$ cat config.mk
export PLATFORM = sky130hd
export DESIGN_NAME = biphase_ir_frame_encoder_flat
export DESIGN_NICKNAME = d
export VERILOG_FILES = /design/src/rtl/bife_pkg.sv /design/src/rtl/bife_if.sv /design/src/rtl/bife_queue.sv /design/src/rtl/bife_front.sv /design/src/rtl/bife_back.sv /design/src/rtl/biphase_ir_frame_encoder.sv /design/src/flat_wrapper.sv
export SDC_FILE = /design/constraint.sdc
export NUM_CORES = 1
export LEC_CHECK = 0
export BUFFER_PORTS_ARGS = -buffer_cell sky130_fd_sc_hd__buf_2
export CAP_MARGIN = 20
export CORE_MARGIN = 2
export CORE_UTILIZATION = 53
export CTS_BUF_LIST = sky130_fd_sc_hd__clkbuf_16
export DETAILED_ROUTE_END_ITERATION = 10
export PLACE_DENSITY = 0.77
export SYNTH_ARGS = -nofsm -noshare
export SYNTH_HDL_FRONTEND = slang
export SYNTH_SLANG_ARGS = --single-unit
$ cat constraint.sdc
create_clock -name clk -period 3.6 [get_ports clk]
set_input_delay 0.36 -clock clk [delete_from_list [all_inputs] [get_ports clk]]
set_output_delay 0.36 -clock clk [all_outputs]
set_load 0.1 [all_outputs]
$ cat src/rtl/bife_pkg.sv
// Shared constants, types and state codes of the biphase IR frame encoder.
`timescale 1ns / 1ps

package bife_pkg;

  localparam int COMMAND_BITS_DEF = 7;
  localparam int HALF_BIT_W       = 16;
  localparam int CODE_W           = 5;
  localparam int DUR_W            = 17;
  localparam int TOTAL_W          = 22;
  localparam int CFG_INDEX_W      = 2;
  localparam int CFG_DATA_W       = 16;
  localparam int QUEUE_DEPTH      = 2;

  localparam logic [HALF_BIT_W-1:0] HALF_BIT_RESET = 16'd315;

  localparam logic [CFG_INDEX_W-1:0] REG_HALF_BIT_TIME  = 2'd0;
  localparam logic [CFG_INDEX_W-1:0] REG_DEVICE_CODE    = 2'd1;
  localparam logic [CFG_INDEX_W-1:0] REG_SUBDEVICE_CODE = 2'd2;

  typedef struct packed {
    logic [HALF_BIT_W-1:0] half_bit_time;
    logic [CODE_W-1:0]     device_code;
    logic [CODE_W-1:0]     subdevice_code;
  } bife_cfg_t;

  typedef enum logic [2:0] {
    B_IDLE,
    B_START,
    B_BIT,
    B_SECOND,
    B_FLUSH
  } bife_state_t;

  // start bit, device bits, subdevice bits, command bits
  function automatic int frame_bits(int command_bits);
    return 1 + 2 * CODE_W + command_bits;
  endfunction

endpackage

$ cat src/rtl/bife_if.sv
// Command and result channel interfaces of the biphase IR frame encoder.
`timescale 1ns / 1ps

interface bife_cmd_if #(
  parameter int COMMAND_BITS = bife_pkg::COMMAND_BITS_DEF
);
  logic                    valid;
  logic                    ready;
  logic [COMMAND_BITS-1:0] command_code;

  modport source (output valid, output command_code, input ready);
  modport sink   (input valid, input command_code, output ready);
endinterface

interface bife_res_if;
  logic                          valid;
  logic                          ready;
  logic [bife_pkg::DUR_W-1:0]    duration_us;
  logic                          is_pulse;
  logic [bife_pkg::TOTAL_W-1:0]  frame_total_us;
  logic                          last;

  modport source (output valid, output duration_us, output is_pulse,
                  output frame_total_us, output last, input ready);
  modport sink   (input valid, input duration_us, input is_pulse,
                  input frame_total_us, input last, output ready);
endinterface

$ cat src/rtl/bife_queue.sv
// Small flip-flop queue of frame words between front and back.
`timescale 1ns / 1ps

module bife_queue #(
  parameter int WIDTH = 18,
  parameter int DEPTH = bife_pkg::QUEUE_DEPTH
) (
  input  logic             clk,
  input  logic             rst,
  input  logic             push,
  input  logic [WIDTH-1:0] push_data,
  output logic             full,
  input  logic             pop,
  output logic [WIDTH-1:0] pop_data,
  output logic             empty
);

  // DEPTH is a power of two so the pointers wrap on their own
  localparam int PTR_W = (DEPTH > 1) ? $clog2(DEPTH) : 1;

  logic [WIDTH-1:0] entry [DEPTH];
  logic [PTR_W-1:0] wr_ptr;
  logic [PTR_W-1:0] rd_ptr;
  logic [PTR_W:0]   count;

  assign full     = (count == (PTR_W + 1)'(DEPTH));
  assign empty    = (count == '0);
  assign pop_data = entry[rd_ptr];

  always_ff @(posedge clk) begin
    if (push && !full) begin
      entry[wr_ptr] <= push_data;
    end
  end

  always_ff @(posedge clk) begin
    if (rst) begin
      wr_ptr <= '0;
      rd_ptr <= '0;
      count  <= '0;
    end else begin
      if (push && !full) begin
        wr_ptr <= wr_ptr + 1'b1;
      end
      if (pop && !empty) begin
        rd_ptr <= rd_ptr + 1'b1;
      end
      unique case ({push && !full, pop && !empty})
        2'b10:   count <= count + 1'b1;
        2'b01:   count <= count - 1'b1;
        default: count <= count;
      endcase
    end
  end

endmodule

$ cat src/rtl/bife_front.sv
// Front end: accept command beats and queue the assembled frame bit word.
`timescale 1ns / 1ps

module bife_front #(
  parameter int COMMAND_BITS = bife_pkg::COMMAND_BITS_DEF
) (
  input  logic                clk,
  input  logic                rst,
  input  bife_pkg::bife_cfg_t cfg,
  bife_cmd_if.sink            cmd,
  output logic                q_valid,
  output logic [bife_pkg::frame_bits(COMMAND_BITS)-1:0] q_word,
  input  logic                q_pop
);
  import bife_pkg::*;

  localparam int FRAME_BITS = frame_bits(COMMAND_BITS);

  logic [FRAME_BITS-1:0] word;
  logic                  full;
  logic                  empty;

  // start bit on top, then device, subdevice and command, all MSB first
  assign word      = {1'b1, cfg.device_code, cfg.subdevice_code, cmd.command_code};
  assign cmd.ready = !full;
  assign q_valid   = !empty;

  bife_queue #(
    .WIDTH (FRAME_BITS),
    .DEPTH (QUEUE_DEPTH)
  ) u_queue (
    .clk       (clk),
    .rst       (rst),
    .push      (cmd.valid),
    .push_data (word),
    .full      (full),
    .pop       (q_pop),
    .pop_data  (q_word),
    .empty     (empty)
  );

endmodule

$ cat src/rtl/bife_back.sv
// Back end: walk the frame bits and emit merged biphase durations.
`timescale 1ns / 1ps

module bife_back #(
  parameter int COMMAND_BITS = bife_pkg::COMMAND_BITS_DEF
) (
  input  logic                clk,
  input  logic                rst,
  input  bife_pkg::bife_cfg_t cfg,
  input  logic                q_valid,
  input  logic [bife_pkg::frame_bits(COMMAND_BITS)-1:0] q_word,
  output logic                q_pop,
  bife_res_if.source          res
);
  import bife_pkg::*;

  localparam int FRAME_BITS = frame_bits(COMMAND_BITS);
  localparam int CNT_W      = $clog2(FRAME_BITS);

  bife_state_t           state, state_next;
  logic [FRAME_BITS-1:0] shreg, shreg_next;
  logic [CNT_W-1:0]      remain, remain_next;
  logic                  prev_bit, prev_bit_next;
  logic [TOTAL_W-1:0]    total, total_next;

  logic                  out_valid, out_valid_next;
  logic [DUR_W-1:0]      dur, dur_next;
  logic                  pulse, pulse_next;
  logic [TOTAL_W-1:0]    tot_out, tot_out_next;
  logic                  last, last_next;

  logic                  emit_ok;
  logic                  emit;
  logic [DUR_W-1:0]      e_dur;
  logic                  e_pulse;
  logic                  e_last;
  logic                  consume;
  logic                  cur;
  logic [DUR_W-1:0]      u_one;
  logic [DUR_W-1:0]      u_two;

  assign emit_ok = !out_valid || res.ready;
  assign cur     = shreg[FRAME_BITS-1];
  assign u_one   = {1'b0, cfg.half_bit_time};
  assign u_two   = {cfg.half_bit_time, 1'b0};

  assign res.valid          = out_valid;
  assign res.duration_us    = dur;
  assign res.is_pulse       = pulse;
  assign res.frame_total_us = tot_out;
  assign res.last           = last;

  always_comb begin
    state_next     = state;
    shreg_next     = shreg;
    remain_next    = remain;
    prev_bit_next  = prev_bit;
    total_next     = total;
    q_pop          = 1'b0;
    out_valid_next = out_valid && !res.ready;
    dur_next       = dur;
    pulse_next     = pulse;
    tot_out_next   = tot_out;
    last_next      = last;
    emit           = 1'b0;
    e_dur          = u_one;
    e_pulse        = 1'b0;
    e_last         = 1'b0;
    consume        = 1'b0;

    unique case (state)
      B_IDLE: begin
        if (q_valid) begin
          q_pop      = 1'b1;
          shreg_next = q_word;
          total_next = '0;
          state_next = B_START;
        end
      end
      B_START: begin
        // nothing held yet: the start bit's first half goes out alone
        if (emit_ok) begin
          emit          = 1'b1;
          e_pulse       = 1'b1;
          prev_bit_next = 1'b1;
          shreg_next    = shreg << 1;
          remain_next   = CNT_W'(FRAME_BITS - 1);
          state_next    = B_BIT;
        end
      end
      B_BIT: begin
        if (emit_ok) begin
          emit = 1'b1;
          if (cur != prev_bit) begin
            // held half has the level of this first half: merge
            e_dur   = u_two;
            e_pulse = cur;
            consume = 1'b1;
          end else begin
            // send the held half, then this first half from B_SECOND
            e_pulse    = !cur;
            state_next = B_SECOND;
          end
        end
      end
      B_SECOND: begin
        if (emit_ok) begin
          emit    = 1'b1;
          e_pulse = cur;
          consume = 1'b1;
        end
      end
      B_FLUSH: begin
        if (emit_ok) begin
          emit       = 1'b1;
          e_pulse    = !prev_bit;
          e_last     = 1'b1;
          state_next = B_IDLE;
        end
      end
      default: begin
        state_next = B_IDLE;
      end
    endcase

    if (consume) begin
      shreg_next    = shreg << 1;
      prev_bit_next = cur;
      remain_next   = remain - 1'b1;
      state_next    = (remain == CNT_W'(1)) ? B_FLUSH : B_BIT;
    end

    if (emit) begin
      total_next     = total + TOTAL_W'(e_dur);
      out_valid_next = 1'b1;
      dur_next       = e_dur;
      pulse_next     = e_pulse;
      last_next      = e_last;
      tot_out_next   = e_last ? total_next : '0;
    end
  end

  always_ff @(posedge clk) begin
    if (rst) begin
      state     <= B_IDLE;
      out_valid <= 1'b0;
    end else begin
      state     <= state_next;
      out_valid <= out_valid_next;
    end
  end

  always_ff @(posedge clk) begin
    shreg    <= shreg_next;
    remain   <= remain_next;
    prev_bit <= prev_bit_next;
    total    <= total_next;
    dur      <= dur_next;
    pulse    <= pulse_next;
    tot_out  <= tot_out_next;
    last     <= last_next;
  end

endmodule

$ cat src/rtl/biphase_ir_frame_encoder.sv
// Top level of the biphase IR frame encoder: registers, front end and back end.
//
//   channel  dir  beat payload
//   -------  ---  -------------------------------------------------------
//   cmd      in   command_code[COMMAND_BITS-1:0]
//   res      out  duration_us[16:0], is_pulse, frame_total_us[21:0], last
//   cfg_*    in   cfg_wr_en, cfg_index[1:0], cfg_wr_data[15:0], no read-back
//
// A frame of R result beats (R from one more than the frame bit count up to
// twice that count, 19 to 36 at seven command bits) is handled in the back
// end by first popping the queued frame word, then emitting one merged
// duration per cycle from its bit sequencer while res is not stalled.
// The front end holds up to two queued frames, so cmd stays ready while
// the back end works, and stalls only when that queue is full.
// A stalled res beat holds in the output register; the sequencer waits.
// Reset (rst, synchronous) empties the queue, idles the sequencer and
// loads the registers with their defaults (half bit 315 us, codes 0).
`timescale 1ns / 1ps

module biphase_ir_frame_encoder #(
  parameter int COMMAND_BITS = bife_pkg::COMMAND_BITS_DEF
) (
  input  logic                             clk,
  input  logic                             rst,
  input  logic                             cfg_wr_en,
  input  logic [bife_pkg::CFG_INDEX_W-1:0] cfg_index,
  input  logic [bife_pkg::CFG_DATA_W-1:0]  cfg_wr_data,
  bife_cmd_if.sink                         cmd,
  bife_res_if.source                       res
);
  import bife_pkg::*;

  localparam int FRAME_BITS = frame_bits(COMMAND_BITS);

  bife_cfg_t             cfg;
  logic                  q_valid;
  logic [FRAME_BITS-1:0] q_word;
  logic                  q_pop;

  // Register file: writes to an index past the list are dropped.
  always_ff @(posedge clk) begin
    if (rst) begin
      cfg.half_bit_time  <= HALF_BIT_RESET;
      cfg.device_code    <= '0;
      cfg.subdevice_code <= '0;
    end else if (cfg_wr_en) begin
      unique case (cfg_index)
        REG_HALF_BIT_TIME:  cfg.half_bit_time  <= cfg_wr_data[HALF_BIT_W-1:0];
        REG_DEVICE_CODE:    cfg.device_code    <= cfg_wr_data[CODE_W-1:0];
        REG_SUBDEVICE_CODE: cfg.subdevice_code <= cfg_wr_data[CODE_W-1:0];
        default: begin
        end
      endcase
    end
  end

  // Front: capture the command with the address codes into a frame word.
  bife_front #(
    .COMMAND_BITS (COMMAND_BITS)
  ) u_front (
    .clk     (clk),
    .rst     (rst),
    .cfg     (cfg),
    .cmd     (cmd),
    .q_valid (q_valid),
    .q_word  (q_word),
    .q_pop   (q_pop)
  );

  // Back: turn each frame word into alternating pulse and space beats.
  bife_back #(
    .COMMAND_BITS (COMMAND_BITS)
  ) u_back (
    .clk     (clk),
    .rst     (rst),
    .cfg     (cfg),
    .q_valid (q_valid),
    .q_word  (q_word),
    .q_pop   (q_pop),
    .res     (res)
  );

endmodule

$ cat src/flat_wrapper.sv
// flat-port wrapper written by rule: the top's interface ports become plain ports
module biphase_ir_frame_encoder_flat import bife_pkg::*;
#(
  parameter int COMMAND_BITS = bife_pkg::COMMAND_BITS_DEF
)
  (clk, rst, cfg_wr_en, cfg_index, cfg_wr_data, cmd_valid, cmd_command_code, cmd_ready, res_valid, res_duration_us, res_is_pulse, res_frame_total_us, res_last, res_ready);
  bife_cmd_if #(.COMMAND_BITS(COMMAND_BITS)) cmd_i ();
  bife_res_if res_i ();
  input  logic clk;
  input  logic rst;
  input  logic cfg_wr_en;
  input  logic [bife_pkg::CFG_INDEX_W-1:0] cfg_index;
  input  logic [bife_pkg::CFG_DATA_W-1:0] cfg_wr_data;
  input wire logic [$bits(cmd_i.valid)-1:0] cmd_valid;
  input wire logic [$bits(cmd_i.command_code)-1:0] cmd_command_code;
  output wire logic [$bits(cmd_i.ready)-1:0] cmd_ready;
  output wire logic [$bits(res_i.valid)-1:0] res_valid;
  output wire logic [$bits(res_i.duration_us)-1:0] res_duration_us;
  output wire logic [$bits(res_i.is_pulse)-1:0] res_is_pulse;
  output wire logic [$bits(res_i.frame_total_us)-1:0] res_frame_total_us;
  output wire logic [$bits(res_i.last)-1:0] res_last;
  input wire logic [$bits(res_i.ready)-1:0] res_ready;
  assign cmd_i.valid = cmd_valid;
  assign cmd_i.command_code = cmd_command_code;
  assign cmd_ready = cmd_i.ready;
  assign res_valid = res_i.valid;
  assign res_duration_us = res_i.duration_us;
  assign res_is_pulse = res_i.is_pulse;
  assign res_frame_total_us = res_i.frame_total_us;
  assign res_last = res_i.last;
  assign res_i.ready = res_ready;
  biphase_ir_frame_encoder #(.COMMAND_BITS(COMMAND_BITS)) u_core (.clk(clk), .rst(rst), .cfg_wr_en(cfg_wr_en), .cfg_index(cfg_index), .cfg_wr_data(cfg_wr_data), .cmd(cmd_i), .res(res_i));
endmodule
== Yosys cells after proc, flatten, opt, wreduce, memory -nomap -nowiden ==
Memories as Yosys holds them, arrays and structs flattened. A register that Yosys moved wholly into a read port is not among the register bits.
Index checks and enable logic that the tools add are counted.
Operators by class
  mux-type cells: 43
  eq/ne operators: 20
  reductions and logical operators: 28
  add/subtract/negate cells: 6
Operators by type and width (count)
  $mux 22: 3
  $mux 18: 3
  $mux 17: 3
  $pmux 18 s2: 1
  $add 22x17->22: 1
  $mux 3: 7
  $mux 1: 19
  $mux 5: 3
  $ne 3x3->1 const B: 5
  $pmux 3 s5: 1
  $reduce_and 2->1: 5
  $reduce_bool 2->1: 5
  $ne 2x2->1 const B: 4
  $eq 2x2->1 const B: 3
  $eq 3x2->1 const B: 2
  $logic_not 1->1: 6
  $reduce_and 3->1: 2
  $reduce_and 6->1: 1
  $eq 5x1->1 const B: 1
  $sub 5x1->5 const B: 1
  $eq 2x1->1 const B: 2
  $logic_not 2->1: 2
  $pmux 1 s4: 1
  $pmux 2 s2: 1
  12 further kinds: 15
Storage, ports and cells
  RAM bits: 34
  output and inout port bits: 43
  input port bits: 30
  flip-flop bits (word level): 121
  memories kept: 1
  word-level logic and storage cells: 115
Memories
  u_core.u_front.u_queue.entry: words 2, width 17, rd ports 1, clocked after Yosys merged registers in 1, wr ports 1, RTL line bife_queue.sv:21  | logic [WIDTH-1:0] entry [DEPTH];

== Logic depth before layout (Yosys ltp) ==
  depth in word-level cells: 6
  mapped depth: 15

== By module ==
A second synthesis with hierarchy kept.
Second synthesis, totals
  cell total of the unflattened synthesis: 589
  area total of the unflattened synthesis: 7495.9 um2
Modules (own cells, without submodules)
  bife_back: cells each 395, times used 1, seq. area each 2682.6 um2, area an instance 4842.1 um2
  bife_queue: cells each 82, times used 1, seq. area each 1181.1 um2, area an instance 1517.7 um2
  biphase_ir_frame_encoder: cells each 109, times used 1, seq. area each 520.5 um2, area an instance 1124.8 um2
  bife_front: cells each 3, times used 1, seq. area each 0.0 um2, area an instance 11.3 um2

== Worst setup path after synthesis ==
Ideal clock, no wire load.
  path type: reg2reg
  start: register u_core.u_back.out_valid (netlist: u_core.u_back.res.valid)
  end: register u_core.u_back.tot_out[14] (netlist: u_core.u_back.res.frame_total_us[14]), data pin
  setup slack: -0.355 ns
  path buffers: 1
  period minus slack after synthesis: 3.955 ns
  arrival time: 3.686 ns
  stages on the path, launching flop included: 16
  path through: dfxtp_1 -> nor2b_1 -> nor2_1 -> nand3_1 -> nor2_2 -> buf_2 -> nor2b_1 -> ha_1 -> inv_1 -> fa_1 -> and2b_1 -> o2111ai_2 -> a2111oi_4 -> o311ai_1 -> a21oi_1 -> nor3_1
Between the ends
  cells in the longest elaborated chain, start to end: 5
  elaborated cells on any way between the ends: 7
RTL lines
  start, declared: RTL line bife_back.sv:26  | logic out_valid, out_valid_next;
  start signal, assigned: RTL line bife_back.sv:149  | out_valid <= out_valid_next;
  $logic_not 1->1: RTL line bife_back.sv:42  | assign emit_ok = !out_valid || res.ready;
  $logic_or 1x1->1: RTL line bife_back.sv:42
  $mux 17: RTL line bife_back.sv:92  | if (emit_ok) begin
  $mux 17: RTL line bife_back.sv:71  | unique case (state)
  via u_core.u_back.e_dur[0]: RTL line bife_back.sv:34  | logic [DUR_W-1:0] e_dur;
  $add 22x17->22: RTL line bife_back.sv:134  | total_next = total + TOTAL_W'(e_dur);
  end signal, assigned: RTL line bife_back.sv:160  | tot_out <= tot_out_next;
  end, declared: RTL line bife_back.sv:29  | logic [TOTAL_W-1:0] tot_out, tot_out_next;
The timed path passes the listed nets, and every way through them passes these cells.
A chain may end at the register's enable or synchronous reset.

== Worst setup path in the final report ==
  start: register u_core.u_back.prev_bit
  end: register u_core.u_back.total[14], data pin
Between the ends
  cells in the longest elaborated chain, start to end: 6
RTL lines
  start, declared: RTL line bife_back.sv:23  | logic prev_bit, prev_bit_next;
  start signal, assigned: RTL line bife_back.sv:156  | prev_bit <= prev_bit_next;
  $ne 1x1->1: RTL line bife_back.sv:94  | if (cur != prev_bit) begin
  $mux 17: RTL line bife_back.sv:94
  $mux 17: RTL line bife_back.sv:92
  $mux 17: RTL line bife_back.sv:71
  via u_core.u_back.e_dur[0]: RTL line bife_back.sv:34
  $add 22x17->22: RTL line bife_back.sv:134
  $mux 22: RTL line bife_back.sv:133  | if (emit) begin
  end signal, assigned: RTL line bife_back.sv:157  | total <= total_next;
  end, declared: RTL line bife_back.sv:24  | logic [TOTAL_W-1:0] total, total_next;
The timed path passes the listed nets, and every way through them passes these cells.

==> reports/results.ini <==
[detailed_routing]
first_pass_iters = 5
num_vias = 4905
drc_errors = 0
avgViaCountPerCell = 5.66
drtIter0Drc = 341
ant_nets = 0
wl_per_cell_microns = 17.2
drt_wl_total_microns = 14900

[floorplan]
io-pin-count = 73
die_h_microns = 120
design.die.area_sq_um = 14300
initial_utilization_pct = 53.9
core-area_sq_um = 13100
die_width_microns = 120
placementRows = 42

[synthesis]
yosysTopAreaCell = edfxtp_1
netlist_top_cells_count = edfxtp_1, nor2_1, nand2_1, a21oi_1, dfxtp_1
ys_types = 63
syn_nets = 644
syn_area_sq_um = 7080
synth_edf_count = 120
syn_area_per_cell_sq_um = 11.9
synth_warnings = 0
synth_top_area_share_pct = 50.9
synthFlopType = edfxtp_1
synth_cells = 593
async_flop_share_pct = 0
yosysSeqAreaShare_pct = 61.0
ys_ff_latch = 156
yosysMostFrequentCell = edfxtp_1
synth_area_leaders = edfxtp_1, dfxtp_1, mux2i_1

[layout]
syn2layout_area_growth_pct = 19.0
regArea_sq_um = 4330
drive_gt1_share_pct = 24.0
final_nets = 729
n_antenna_cell = 0
fillers = 1013
multi_input_area_sq_um = 2690
stdcell_count = 867

[clock_tree]
cts_buffers = 17
cts_hold_buf = 0
clock_latency_ns = 0.43
clock_path_buffers = 2
cts_root_buf = clkbuf_16
clock_sinks = 156
clkTransAtPathRegs_ns = 0.06
cts_tree = yes
htreeDepth = 4

[setup_path]
start_kind = flip-flop
endpoint = u_core.u_back.total[14]
critPathCaptureType = flip-flop
rr_worst_depth = 14
r2r-start = u_core.u_back.prev_bit
cp_max_fo = 6
critPathKind = flip-flop to flip-flop
r2r_slack_ns = 0.16
crit_start = u_core.u_back.prev_bit
reg2reg_to = u_core.u_back.total[14]
crit_required_ns = 3.86
worst-endpoint-arrival_ns = 3.69

[timing]
period_share_pct = 95.5
worstMarginPinSlew_ns = 1.04
fmax_mhz = 291
period_minus_slack_ns = 3.44
finClkSkew_ns = 0.00987
rsz0062_at_grt = yes
hold_violations = 0
setup_viol = 0
drv_slew = 0
slew_headroom_pct = 30.7

[pwr]
vdd_drop_max_uv = 572
power.density_nw_per_um2 = 1020
power.total_w = 0.00859
leakage_nw = 3.27

[placed_design]
io_buffers = 72
placed_cells = 830
dp_hpwl_microns = 10000
gp_congestion = 0.877

[global_routing]
grt_antenna_before_repair = 0
overflow = 0
first_global_vias = 4791
grt_max_degree = 36
grt_first_pass_wirelength_microns = 23300
grt_usage_pct = 21.1

[flow_run]
drv_cap = 0

[outcome]
outcome = finished, final reports clean

[min_path]
hp-class = input pin to flip-flop

[timing repair]
item | 4_1_cts | 5_1_grt
setup endpoints to repair | 16 | 28
setup buffers | 4 | 1
pin swaps | 1 | 2
gates resized for setup | 0 | 15
[report_power, final]
group | switching (W) | total, W | internal, W
logic | 0.00282 | 0.00368 | 0.000864
registers | 0.000285 | 0.00305 | 0.00277
clock network | 0.000714 | 0.00186 | 0.00115
total | 0.00382 | 0.00859 | 0.00478
[logic make-up (layout without fill, tap and decap cells)]
logic type,Yosys count,after routing,synth area share [%]
flops,156,156,61.0
xor+xnor,18,18,2.23
simple gates,208,208,14.0
fa+ha+maj,21,21,3.82
buf+inv,38,136,2.14
compound gates,108,108,10.3
mux,44,44,6.48
[per-stage QoR]
step                worst slack [ns]  hold slack, ns  utilization (%)  instance area (sq um)  TNS [ns]
floorplan                     0.0520           0.425                -                   7090         0
global placement               0.154           0.433             58.5                   7690         0
detailed placement           -0.0120           0.448             58.5                   7690   -0.0233
CTS                          0.00559           0.109             63.6                   8350         0
global route                 -0.0274           0.110             64.2                   8430   -0.0283
finish                         0.163           0.125             64.2                   8430         0
[state kept, by name (all words and copies together), names as in the netlist, named ones only]
signal                            count
u_core.u_front.u_queue.entry         34
u_core.u_back.shreg                  18
u_core.u_front.u_queue.count          2
u_core.u_back.res.valid               1
u_core.u_back.prev_bit                1
u_core.u_back.res.duration_us        17
u_core.cfg                           26
u_core.u_front.u_queue.wr_ptr         1
u_core.u_front.u_queue.rd_ptr         1
u_core.u_back.remain                  5
u_core.u_back.res.last                1
u_core.u_back.res.frame_total_us     22
u_core.u_back.state                   3
u_core.u_back.total                  22
u_core.u_back.res.is_pulse            1
[how the worst min path moves through the flow]
stage	from	to	slack [ns]	depth (start not counted)
5_1_grt	cmd_command_code[1]	u_core.u_front.u_queue.entry[0][1]	0.11	1
2_1_floorplan	u_core.cfg[3]	u_core.u_front.u_queue.entry[0][10]	0.43	0
4_1_cts	cmd_command_code[2]	u_core.u_front.u_queue.entry[1][2]	0.11	1
3_5_place_dp	u_core.cfg[2]	u_core.u_front.u_queue.entry[0][9]	0.45	0
6_report	cmd_command_code[1]	u_core.u_front.u_queue.entry[1][1]	0.12	1
3_3_place_gp	u_core.cfg[4]	u_core.u_front.u_queue.entry[0][11]	0.43	0
[routing by layer]
metal / global-route usage (%) / wire (microns) / vias to the layer above
li1: - / - / 2353
met1: 25.6 / 6250 / 2399
met2: 35.2 / 7600 / 126
met3: 5.61 / 695 / 27
met4: 9.56 / 345 / 0
met5: 0 / 0 / -
[placed cells by master (no fill, tap or decap), types with 7 or more instances in the layout]
cell | synthesis | layout
nand4_1 | 7 | 7
xor2_1 | 9 | 8
a211o_1 | 7 | 7
dfxtp_1 | 36 | 35
nor3b_1 | 8 | 7
buf_4 | 0 | 17
edfxtp_1 | 120 | 120
a21oi_1 | 45 | 42
mux2i_1 | 29 | 29
clkbuf_16 | 0 | 20
xnor2_1 | 9 | 9
nor2_1 | 70 | 70
nand2b_1 | 7 | 7
mux2_2 | 15 | 15
o21ai_0 | 11 | 11
buf_2 | 7 | 72
nand2_1 | 57 | 57
nor3_1 | 13 | 12
ha_1 | 20 | 19
inv_1 | 14 | 15
nand3b_1 | 8 | 8
[worst max-delay path, stage by stage (launching register included)]
cell and delay, ns:
edfxtp_1 0.43, xor2_2 0.22, nand3_2 0.12, nor2_4 0.06, buf_4 0.18, nor2b_2 0.14
ha_1 0.20, inv_1 0.07, fa_1 0.43, and2b_2 0.27, o2111ai_4 0.15, a2111oi_4 0.46
o311ai_2 0.17, and3_1 0.22, nor3_1 0.15
[cell type report]
type                    count  share of cell area [%]
clock inverters            12                    1.54
inverters                  14                   0.623
well taps                 176                    2.61
clock buffers              20                    5.94
repair buffers             90                    6.03
multi-input cells         399                    31.9
flip-flops and latches    156                    51.3
No activity file was read; power rests on OpenSTA's default activity.
